[src/hw/rtl/stcc_pkg.sv]
// Shared types, codes and the CRC-32 byte step for the shadow table commit block.
// No dependencies.
package stcc_pkg;

  localparam logic [31:0] CRC_POLY = 32'hEDB88320;
  localparam logic [31:0] CRC_ONES = 32'hFFFFFFFF;

  typedef enum logic [1:0] {
    OP_BEGIN  = 2'd0,
    OP_WRITE  = 2'd1,
    OP_COMMIT = 2'd2,
    OP_READ   = 2'd3
  } op_e;

  typedef enum logic [2:0] {
    ST_OK             = 3'd0,
    ST_TOO_MANY       = 3'd1,
    ST_NOT_BUILDING   = 3'd2,
    ST_INDEX_RANGE    = 3'd3,
    ST_COUNT_MISMATCH = 3'd4,
    ST_CRC_MISMATCH   = 3'd5,
    ST_READ_RANGE     = 3'd6
  } status_e;

  // Control sequencer of the top level.
  typedef enum logic [1:0] {
    S_IDLE,
    S_READ,
    S_COMMIT
  } ctrl_e;

  // CRC walk sequencer.
  typedef enum logic [0:0] {
    W_IDLE,
    W_BYTES
  } walk_e;

  typedef struct packed {
    logic       start;
    logic       bank;
    logic [7:0] count;
  } crc_req_t;

  typedef struct packed {
    logic        done;
    logic [31:0] crc;
  } crc_rsp_t;

  typedef struct packed {
    logic        accepted;
    status_e     status;
    logic [31:0] read_word;
    logic [7:0]  active_count;
    logic        active_bank;
    logic        upload_open;
  } res_t;

  // Reflected CRC-32, one byte.
  function automatic logic [31:0] crc_byte(input logic [31:0] crc, input logic [7:0] data);
    logic [31:0] c;
    c = crc ^ {24'd0, data};
    for (int b = 0; b < 8; b++) begin
      c = c[0] ? ((c >> 1) ^ CRC_POLY) : (c >> 1);
    end
    return c;
  endfunction

endpackage

[src/hw/rtl/stcc_crc_walk.sv]
// Walks the shadow bank word by word and folds it into a CRC-32, one byte a cycle.
// Depends on stcc_pkg; drives the read port of stcc_ram through the top level.
module stcc_crc_walk #(
  parameter int MAX_ENTRIES     = 128,
  parameter int WORDS_PER_ENTRY = 64
) (
  input  logic              clk_i,
  input  logic              rst_ni,
  input  stcc_pkg::crc_req_t req_i,
  input  logic [31:0]       rdata_i,
  output logic              rd_en_o,
  output logic [((MAX_ENTRIES > 1) ? $clog2(MAX_ENTRIES) : 1) +
                ((WORDS_PER_ENTRY > 1) ? $clog2(WORDS_PER_ENTRY) : 1):0] rd_addr_o,
  output stcc_pkg::crc_rsp_t rsp_o
);
  import stcc_pkg::*;

  localparam int ENTRY_W = (MAX_ENTRIES > 1) ? $clog2(MAX_ENTRIES) : 1;
  localparam int WORD_W  = (WORDS_PER_ENTRY > 1) ? $clog2(WORDS_PER_ENTRY) : 1;

  walk_e              state_q, state_d;
  logic               bank_q, bank_d;
  logic [7:0]         count_q, count_d;
  logic [ENTRY_W-1:0] entry_q, entry_d;
  logic [WORD_W-1:0]  word_q, word_d;
  logic [1:0]         byte_q, byte_d;
  logic [31:0]        acc_q, acc_d;
  logic               done_q, done_d;

  logic               last_word, last_entry, last_byte;
  logic [ENTRY_W-1:0] next_entry;
  logic [WORD_W-1:0]  next_word;

  assign last_word  = (word_q == WORD_W'(WORDS_PER_ENTRY - 1));
  assign last_entry = ((8'(entry_q) + 8'd1) == count_q);
  assign last_byte  = (byte_q == 2'd3);
  assign next_word  = last_word ? '0 : word_q + WORD_W'(1);
  assign next_entry = last_word ? entry_q + ENTRY_W'(1) : entry_q;

  always_comb begin
    state_d = state_q;
    unique case (state_q)
      W_IDLE:  if (req_i.start) state_d = W_BYTES;
      W_BYTES: if (last_byte && last_word && last_entry) state_d = W_IDLE;
      default: state_d = W_IDLE;
    endcase
  end

  always_comb begin
    bank_d    = bank_q;
    count_d   = count_q;
    entry_d   = entry_q;
    word_d    = word_q;
    byte_d    = byte_q;
    acc_d     = acc_q;
    done_d    = 1'b0;
    rd_en_o   = 1'b0;
    rd_addr_o = {bank_q, next_entry, next_word};
    unique case (state_q)
      W_IDLE: begin
        if (req_i.start) begin
          bank_d    = req_i.bank;
          count_d   = req_i.count;
          entry_d   = '0;
          word_d    = '0;
          byte_d    = 2'd0;
          acc_d     = CRC_ONES;
          rd_en_o   = 1'b1;
          rd_addr_o = {req_i.bank, {ENTRY_W{1'b0}}, {WORD_W{1'b0}}};
        end
      end
      W_BYTES: begin
        acc_d  = crc_byte(acc_q, rdata_i[8*byte_q +: 8]);
        byte_d = byte_q + 2'd1;
        if (last_byte) begin
          if (last_word && last_entry) begin
            done_d = 1'b1;
          end else begin
            // fetch the next word so its data lands for byte 0
            entry_d = next_entry;
            word_d  = next_word;
            rd_en_o = 1'b1;
          end
        end
      end
      default: ;
    endcase
  end

  always_ff @(posedge clk_i or negedge rst_ni) begin
    if (!rst_ni) begin
      state_q <= W_IDLE;
      done_q  <= 1'b0;
      acc_q   <= CRC_ONES;
    end else begin
      state_q <= state_d;
      done_q  <= done_d;
      acc_q   <= acc_d;
    end
  end

  always_ff @(posedge clk_i) begin
    bank_q  <= bank_d;
    count_q <= count_d;
    entry_q <= entry_d;
    word_q  <= word_d;
    byte_q  <= byte_d;
  end

  assign rsp_o.done = done_q;
  assign rsp_o.crc  = acc_q ^ CRC_ONES;

endmodule

[config.mk]
export PLATFORM = sky130hd
export DESIGN_NAME = stcc_crc_walk
export DESIGN_NICKNAME = d
export VERILOG_FILES = /design/src/hw/rtl/stcc_pkg.sv /design/src/hw/rtl/stcc_crc_walk.sv
export SDC_FILE = /design/constraint.sdc
export NUM_CORES = 1
export LEC_CHECK = 0
export BUFFER_PORTS_ARGS = -buffer_cell sky130_fd_sc_hd__clkbuf_2
export CAP_MARGIN = 20
export CORE_ASPECT_RATIO = 1.1
export CORE_MARGIN = 2
export CORE_UTILIZATION = 54
export CTS_CLUSTER_SIZE = 28
export DETAILED_ROUTE_END_ITERATION = 8
export GPL_TIMING_DRIVEN = 0
export PLACE_DENSITY = 0.89
export SKIP_LAST_GASP = 1
export SYNTH_ARGS = -nofsm -noshare
export SYNTH_HDL_FRONTEND = slang
export SYNTH_SLANG_ARGS = --single-unit
export TNS_END_PERCENT = 1
[constraint.sdc]
create_clock -name clk_i -period 3.4 [get_ports clk_i]
set_input_delay 0.68 -clock clk_i [delete_from_list [all_inputs] [get_ports clk_i]]
set_output_delay 0.68 -clock clk_i [all_outputs]
set_load 0.02 [all_outputs]
==> flow_summary.yaml, run 1 <==
status:
  status: "finished, final reports clean"
cells_and_area:
  final_common_cell: "clkbuf_2"
  areaGrowthSynthToFinish_pct: 20.90
  final_cell_area_mm2: 0.004481
  nNetsFinal: 470
  antenna_cells: 0
  multi_input_area_mm2: 0.001903
  regArea_mm2: 0.001612
  layout-drive-gt1-share_pct: 39.02
  fillers: 467
  layout_common_cells: "clkbuf_2, xnor2_1, inv_1, dfstp_2, edfxtp_1"
placement:
  gp_congestion: 0.8539
  placed_area_mm2: 0.004264
  port_buffers: 91
  hpwlAfterDp_um: 6359
  dp_slack_ns: 0.4247
grt:
  overflow: 0
  grt_pass1_vias: 2847
  grt_max_degree: 35
  grt_antenna_before_repair: 0
  grt_pass1_wl_um: 13970
  track_usage_pct: 23.83
synth:
  ys_top_cells_by_area: "dfstp_2, edfxtp_1, xnor2_1"
  syn_nets: 367
  syn_inst: 320
  ys_types: 34
  ys_warn_count: 0
  synthesis.area_mm2: 0.003706
  synth_area_per_cell_um2: 11.58
  synth_top_area_share_pct: 22.69
  yosysTopAreaCell: "dfstp_2"
  yosysSeqAreaShare_pct: 43.48
  synth-seq-cells: 58
route:
  dr_wl_met2_um: 4489
  drtIter0Drc: 140
  wl_met1_um: 3432
  post-route-drc-count: 0
  antenna_left: 0
  highest_layer: "met4"
  wl_um: 8596
  vias: 2755
  firstDrtPassIters: 4
  wl_met3_um: 465
  wl_per_cell_um: 16.85
  viasPerCell: 5.402
timing:
  fin_setup_tns_ns: 0
  fin_crit_ns: 3.117
  slew_headroom_pct: 42.09
  worst_hold_slack_ns: 0.4282
  fin_worst_skew_ns: 0.01177
  setup_ws_ns: 0.2829
  period_share_pct: 91.68
  slew_viol_final: 0
  fmax_ghz: 0.3208
  rsz0062_at_grt: "false"
  hold_viol: 0
  tightestPinTransition_ns: 0.8686
  finalSetupViolCount: 0
cts:
  cts_tree: "done"
  ctsHoldBuffers: 0
  cts_buffers: 9
  cts_sinks: 58
  clkTransAtPathRegs_ns: 0.07
  htree_levels: 3
  post_cts_buffers: 0
  cts_resized: 0
  cts.path.max_buffers: 2
  cts_root_buf: "clkbuf_8"
  insertion_delay_ns: 0.35
worst_setup_path:
  crit_path_end_kind: "primary output"
  r2r_slack_ns: 0.80
  start_kind: "register"
  criticalPathCategory: "register to primary output"
  crit_path_max_fanout: 6
  timing.rr.end: "acc_q[16]"
  r2r-start: "byte_q[1]"
  reg2reg_depth: 7
  required_ns: 2.72
  critical_path_arrival_ns: 2.44
floorplanning:
  fp.dieW_um: 82.99
  fp.coreArea_mm2: 0.006633
  row_count: 31
  ios: 92
  die_y_um: 90.89
  die_area_mm2: 0.007543
  start_util_pct: 55.88
worst_hold_path:
  hp-class: "primary input to asynchronous set/reset pin"
run:
  drv_cap: 0
==> critical path: stages (launching register included) <==
cell and delay [ns]:
edfxtp_1 0.46, ha_1 0.28, nand3_1 0.23, nor4_1 0.40, nand3_1 0.18, nor3_1 0.25
o21bai_1 0.13, clkbuf_2 0.17
==> routing by layer <==
metal  vias up  GRT usage, %
met2        97         40.32
met4         0         10.66
met1      1352         29.28
met5         -             0
li1       1289             -
met3        17         5.027
==> state kept, by name (all words and copies together), names as in the netlist <==
register and count:
entry_q 7, done_q 1, state_q 1, byte_q 2
word_q 6, acc_q 32, count_q 8, bank_q 1
==> cells by family (layout without fill, tap and decap cells) <==
| kind of cell | count (synthesis) | in the layout | share of synthesized area (%) |
|---|---|---|---|
| DFF | 58 | 58 | 43.48 |
| muxes | 10 | 10 | 5.435 |
| buffers and inverters | 48 | 156 | 5.166 |
| and+or+nand+nor | 67 | 67 | 9.588 |
| adders and majority gates | 3 | 3 | 1.013 |
| AOI/OAI and AO/OA | 41 | 41 | 7.157 |
| xor gates and xnor gates | 93 | 93 | 28.16 |
==> how the worst max path moves through the flow <==
stage / start / endpoint / slack [ns] / cells past startpoint
global placement: req_i[9] / rd_addr_o[10] / 0.49 / 6
CTS: word_q[0] / rd_en_o / 0.37 / 7
global route: word_q[0] / rd_en_o / 0.07 / 7
floorplan: req_i[9] / rd_addr_o[10] / 0.96 / 4
detailed placement: req_i[9] / rd_addr_o[11] / 0.42 / 6
finish: word_q[0] / rd_en_o / 0.28 / 7
==> per-stage QoR <==
step / cells / utilization [%]
global placement: 493 / 64.29
finish: 510 / 67.55
CTS: 509 / 67.44
floorplan: 320 / -
detailed placement: 493 / 64.29
global route: 510 / 67.55
==> area by class of cell <==
type                            instances  share of cell area [%]
Buffer                                 15                   1.508
Clock buffer                           10                   2.848
Clock inverter                          6                   1.815
Inverter                               33                   2.765
Multi-Input combinational cell        214                   42.47
Sequential cell                        58                   35.97
Tap cell                               82                   2.290
Timing Repair Buffer                   92                   10.33
==> synthesized netlist by cell type <==
library cell	count
edfxtp_1	24
xnor2_1	65
clkbuf_1	13
xnor2_2	8
xor2_1	11
mux4_2	8
mux2i_1	1
xnor2_4	9
nor2b_1	12
nand4b_1	1
and4_1	1
and3_1	3
buf_6	1
a22oi_1	21
nor4_1	2
nor2_1	16
nor3_1	14
a21boi_0	1
dfstp_2	32
nand4_1	1
nand2_1	4
ha_1	3
dfrtp_1	2
o21ai_0	3
a21oi_1	14
o21bai_1	2
nand3_1	7
nor4bb_1	1
nor3b_1	1
buf_4	1
inv_1	33
and2b_2	1
mux2_2	1
and2_1	3
Power of run 1 is left out: the tool's default activity adds up to more than one toggle a clock period on the data nets, which glitch-free logic cannot reach.
==> run 2: changes to the inputs <==
--- a/config.mk
+++ b/config.mk
@@ -9,11 +9,12 @@
 export CAP_MARGIN = 20
 export CORE_ASPECT_RATIO = 1.1
 export CORE_MARGIN = 2
-export CORE_UTILIZATION = 54
+export CORE_UTILIZATION = 55
 export CTS_CLUSTER_SIZE = 28
 export DETAILED_ROUTE_END_ITERATION = 8
 export GPL_TIMING_DRIVEN = 0
-export PLACE_DENSITY = 0.89
+export PLACE_DENSITY = 0.9
+export RECOVER_POWER = 25
 export SKIP_LAST_GASP = 1
 export SYNTH_ARGS = -nofsm -noshare
 export SYNTH_HDL_FRONTEND = slang
==> constraint.sdc (replaced) <==
create_clock -name clk_i -period 3.7 [get_ports clk_i]
set_input_delay 0.74 -clock clk_i [delete_from_list [all_inputs] [get_ports clk_i]]
set_output_delay 0.74 -clock clk_i [all_outputs]
set_load 0.02 [all_outputs]
==> flow_summary.yaml, run 2 (synthesized netlist as in run 1, its figures left out) <==
status:
  status: "finished with violations"
  violations: "max-capacitance violations, max-slew violations"
worst_setup_path:
  crit_path_max_fanout: 18
  crit_path_end_kind: "primary output"
  cp_cell_sequence: "clkbuf_2, nor2b_1, clkbuf_1, clkbuf_1, nor2_1, clkbuf_2"
  crit_path_top_delay_cell: "clkbuf_1"
  required_ns: 2.96
  cp_slowest_stage_delay_ns: 0.71
  critical_path_arrival_ns: 2.41
  start_kind: "primary input"
  criticalPathCategory: "primary input to primary output"
timing:
  hold_viol: 0
  fmax_ghz: 0.3173
  period_share_pct: 85.19
  fin_worst_skew_ns: 0.01049
  slew_viol_final: 35
  fin_crit_ns: 3.152
  fin_setup_tns_ns: 0
  finalSetupViolCount: 0
  slew_headroom_pct: -14.66
  rsz0062_at_grt: "false"
  tightestPinTransition_ns: 1.720
route:
  viasPerCell: 5.339
  wl_um: 8421
  wl_per_cell_um: 16.51
  drtIter0Drc: 202
  vias: 2723
  firstDrtPassIters: 4
  post-route-drc-count: 0
  antenna_left: 0
cts:
  insertion_delay_ns: 0.35
  cts_root_buf: "clkbuf_8"
  cts_sinks: 58
  ctsHoldBuffers: 0
  post_cts_buffers: 0
  cts.path.max_buffers: 2
  cts_resized: 0
  clkTransAtPathRegs_ns: 0.06
  cts_tree: "done"
  cts_buffers: 9
  htree_levels: 3
floorplanning:
  die_y_um: 90.10
  ios: 92
  start_util_pct: 56.54
  row_count: 31
  fp.coreArea_mm2: 0.006555
  fp.dieW_um: 82.27
  die_area_mm2: 0.007412
grt:
  overflow: 0
  grt_antenna_before_repair: 0
  grt_max_degree: 35
  grt_pass1_wl_um: 13920
  track_usage_pct: 25.07
  grt_pass1_vias: 2830
cells_and_area:
  regMostFlops: "acc_q"
  final_cell_area_mm2: 0.004502
  nNetsFinal: 470
  fin_cells: 510
  layout_common_cells: "clkbuf_2, xnor2_1, inv_1, dfstp_2, edfxtp_1"
  fin_util_pct: 68.68
  final_common_cell: "clkbuf_2"
  areaGrowthSynthToFinish_pct: 21.47
  layout-drive-gt1-share_pct: 38.79
  antenna_cells: 0
  fillers: 475
  top_regs: "acc_q: 32 flops, count_q: 8 flops, entry_q: 7 flops"
  largest_register_ffs: 32
run:
  drv_cap: 1
worst_hold_path:
  hp-class: "register to register"
placement:
  port_buffers: 91
  gp_congestion: 0.8383
  dp.cells: 493
  placed_area_mm2: 0.004264
  hpwlAfterDp_um: 6213
## run 2: cell count changes in the layout (fill, tap and decap cells not counted), sizes merged
cell,previous run,this run
bufinv,2,3
clkinvlp,1,0
## run 2: metrics by stage
| step | setup WS (ns) | hold slack (ns) |
|---|---|---|
| 2_1_floorplan | 1.145 | 0.4444 |
| 3_3_place_gp | 0.6262 | 0.5034 |
| 3_5_place_dp | 0.5726 | 0.5111 |
| 4_1_cts | 0.5416 | 0.4872 |
| 5_1_grt | 0.3740 | 0.5441 |
| 6_report | 0.5480 | 0.5174 |
## run 2: worst paths after layout
path                       startpoint            to  slack [ns]  cells past startpoint
max                          req_i[9]  rd_addr_o[9]        0.55                      6
min                         acc_q[20]     acc_q[20]        0.52                      2
max reg2reg                entry_q[0]     word_q[2]        1.27                      8
min reg2reg                 acc_q[20]     acc_q[20]        0.52                      2
max in group asynchronous      rst_ni        done_q        1.88                      1
min in group asynchronous      rst_ni       state_q        0.84                      1
## run 2: area by class of cell
class                   count  area (µm²)  share of cell area (%)
multi-input cells         214        1903                   42.27
flip-flops and latches     58        1612                   35.80
repair buffers             92       460.4                   10.23
clock buffers              10       127.6                   2.835
inverters                  33       123.9                   2.752
clock inverters             6       105.1                   2.335
well taps                  82       102.6                   2.279
plain buffers              15       67.56                   1.501
## run 2: worst max-delay path, delay by kind of cell
family	cells	cell delay [ns]
buffers and inverters	4	1.38
and+or+nand+nor	2	0.29
## run 2: per-layer routing
layer / wire [µm] / GRT usage, % / up-vias / part of all wire, %
met3: 501 / 5.723 / 19 / 5.9
met2: 4226 / 39.25 / 96 / 50
met5: 0 / 0 / - / 0
li1: - / - / 1292 / -
met1: 3446 / 32.26 / 1316 / 41
met4: 247 / 12.22 / 0 / 2.9
Power of run 2 is left out for the same reason.
==> run 3: changes to the inputs <==
--- a/config.mk
+++ b/config.mk
@@ -9,11 +9,12 @@
 export CAP_MARGIN = 20
 export CORE_ASPECT_RATIO = 1.1
 export CORE_MARGIN = 2
-export CORE_UTILIZATION = 55
+export CORE_UTILIZATION = 48
 export CTS_CLUSTER_SIZE = 28
 export DETAILED_ROUTE_END_ITERATION = 8
 export GPL_TIMING_DRIVEN = 0
-export PLACE_DENSITY = 0.9
+export HOLD_SLACK_MARGIN = 0.06
+export PLACE_DENSITY = 0.81
 export RECOVER_POWER = 25
 export SKIP_LAST_GASP = 1
 export SYNTH_ARGS = -nofsm -noshare
==> flow_summary.yaml, run 3 (synthesized netlist as in run 1, its figures left out) <==
status:
  status: "finished with violations"
  violations: "max-capacitance violations, max-slew violations"
cts:
  post_cts_buffers: 0
  cts_sinks: 58
  ctsHoldBuffers: 0
  insertion_delay_ns: 0.35
  cts_tree: "done"
  htree_levels: 3
  cts_root_buf: "clkbuf_8"
  clkTransAtPathRegs_ns: 0.07
  cts_buffers: 9
  cts.path.max_buffers: 2
  cts_resized: 0
route:
  drtIter0Drc: 126
  vias: 2697
  firstDrtPassIters: 4
  post-route-drc-count: 0
  antenna_left: 0
  wl_per_cell_um: 15.84
  wl_um: 8445
  viasPerCell: 5.060
grt:
  grt_max_degree: 35
  grt_antenna_before_repair: 0
  grt_pass1_wl_um: 13290
  grt_pass1_vias: 2737
  track_usage_pct: 21.12
  overflow: 0
worst_setup_path:
  critical_path_arrival_ns: 2.37
  required_ns: 2.96
  cp_slowest_stage_delay_ns: 0.70
  crit_path_max_fanout: 18
  cp.buffers_inverters: 4
  critPathTopFamily: "buffers and inverters"
  crit_path_top_delay_cell: "clkbuf_1"
  start_kind: "primary input"
  cp_cell_sequence: "clkbuf_2, nor2b_1, clkbuf_1, clkbuf_1, nor2_1, clkbuf_2"
  criticalPathCategory: "primary input to primary output"
  crit_path_end_kind: "primary output"
floorplanning:
  fp.dieW_um: 87.78
  row_count: 33
  ios: 92
  start_util_pct: 49.59
  die_y_um: 96.16
  die_area_mm2: 0.008440
  fp.coreArea_mm2: 0.007473
timing:
  fin_worst_skew_ns: 0.01334
  hold_viol: 0
  slew_headroom_pct: -19.10
  tightestPinTransition_ns: 1.787
  slew_viol_final: 35
  period_share_pct: 84.03
  rsz0062_at_grt: "false"
  finalSetupViolCount: 0
  fmax_ghz: 0.3216
  fin_setup_tns_ns: 0
  fin_crit_ns: 3.109
placement:
  gp_congestion: 0.8599
  hpwlAfterDp_um: 6383
  port_buffers: 91
cells_and_area:
  layout-drive-gt1-share_pct: 39.25
  antenna_cells: 0
  top_regs: "acc_q: 32 flops, count_q: 8 flops, entry_q: 7 flops"
  areaGrowthSynthToFinish_pct: 20.59
  layout_common_cells: "clkbuf_2, xnor2_1, inv_1, dfstp_2, edfxtp_1"
  fillers: 631
  regMostFlops: "acc_q"
  largest_register_ffs: 32
  final_common_cell: "clkbuf_2"
  nNetsFinal: 470
worst_hold_path:
  hp-class: "register to register"
run:
  drv_cap: 1
[run 3: changes by cell type in the layout (fill, tap and decap cells not counted)]
cell,change
bufinv_16,-3
clkbuf_2,+1
clkinvlp_4,+3
clkbuf_1,-2
clkinv_4,+1
[run 3: cell type report]
type                    instances  area [µm²]  share of cell area [%]
multi-input cells             214        1903                   42.58
flip-flops and latches         58        1612                   36.06
inverters                      33       123.9                   2.772
clock buffers                   9       123.9                   2.772
well taps                     105       131.4                   2.940
repair buffers                 92       461.7                   10.33
clock inverters                 7       46.29                   1.036
plain buffers                  15       67.56                   1.512
[run 3: worst paths after layout]
check	from	end	slack (ns)	cells past startpoint
max	req_i[9]	rd_addr_o[10]	0.59	6
min	acc_q[20]	acc_q[20]	0.54	2
max reg2reg	entry_q[0]	word_q[2]	1.14	8
min reg2reg	acc_q[20]	acc_q[20]	0.54	2
max in group asynchronous	rst_ni	done_q	1.81	1
min in group asynchronous	rst_ni	state_q	0.87	1
[run 3: worst register-to-register path: cells and delay by family (launching register included)]
family | cells | cell delay, ns
flip-flops | 1 | 0.47
AND/OR/NAND/NOR | 2 | 0.29
adder cells (fa/ha/maj) | 1 | 0.34
AO/OA/AOI/OAI | 4 | 0.88
buffers and inverters | 1 | 0.27
[run 3: routing by layer]
layer | vias to the layer above | global-route usage, % | share of wire [%]
met5 | - | 0 | 0
met4 | 0 | 7.692 | 2.0
met3 | 16 | 6.089 | 5.6
met2 | 87 | 35.16 | 51
met1 | 1307 | 26.09 | 42
li1 | 1287 | - | -
[run 3: stage by stage]
step                util (%)  cell area (µm²)  hold WS (ns)  worst slack, ns  std cells
global route           59.80             4469        0.5551           0.3679        533
finish                 59.80             4469        0.5435           0.5907        533
floorplan                  -             3706        0.4444            1.145        320
global placement       57.44             4293        0.5143           0.6441        516
detailed placement     57.44             4293        0.5209           0.5273        516
CTS                    59.72             4463        0.5113           0.5502        532
Power of run 3 is left out for the same reason.
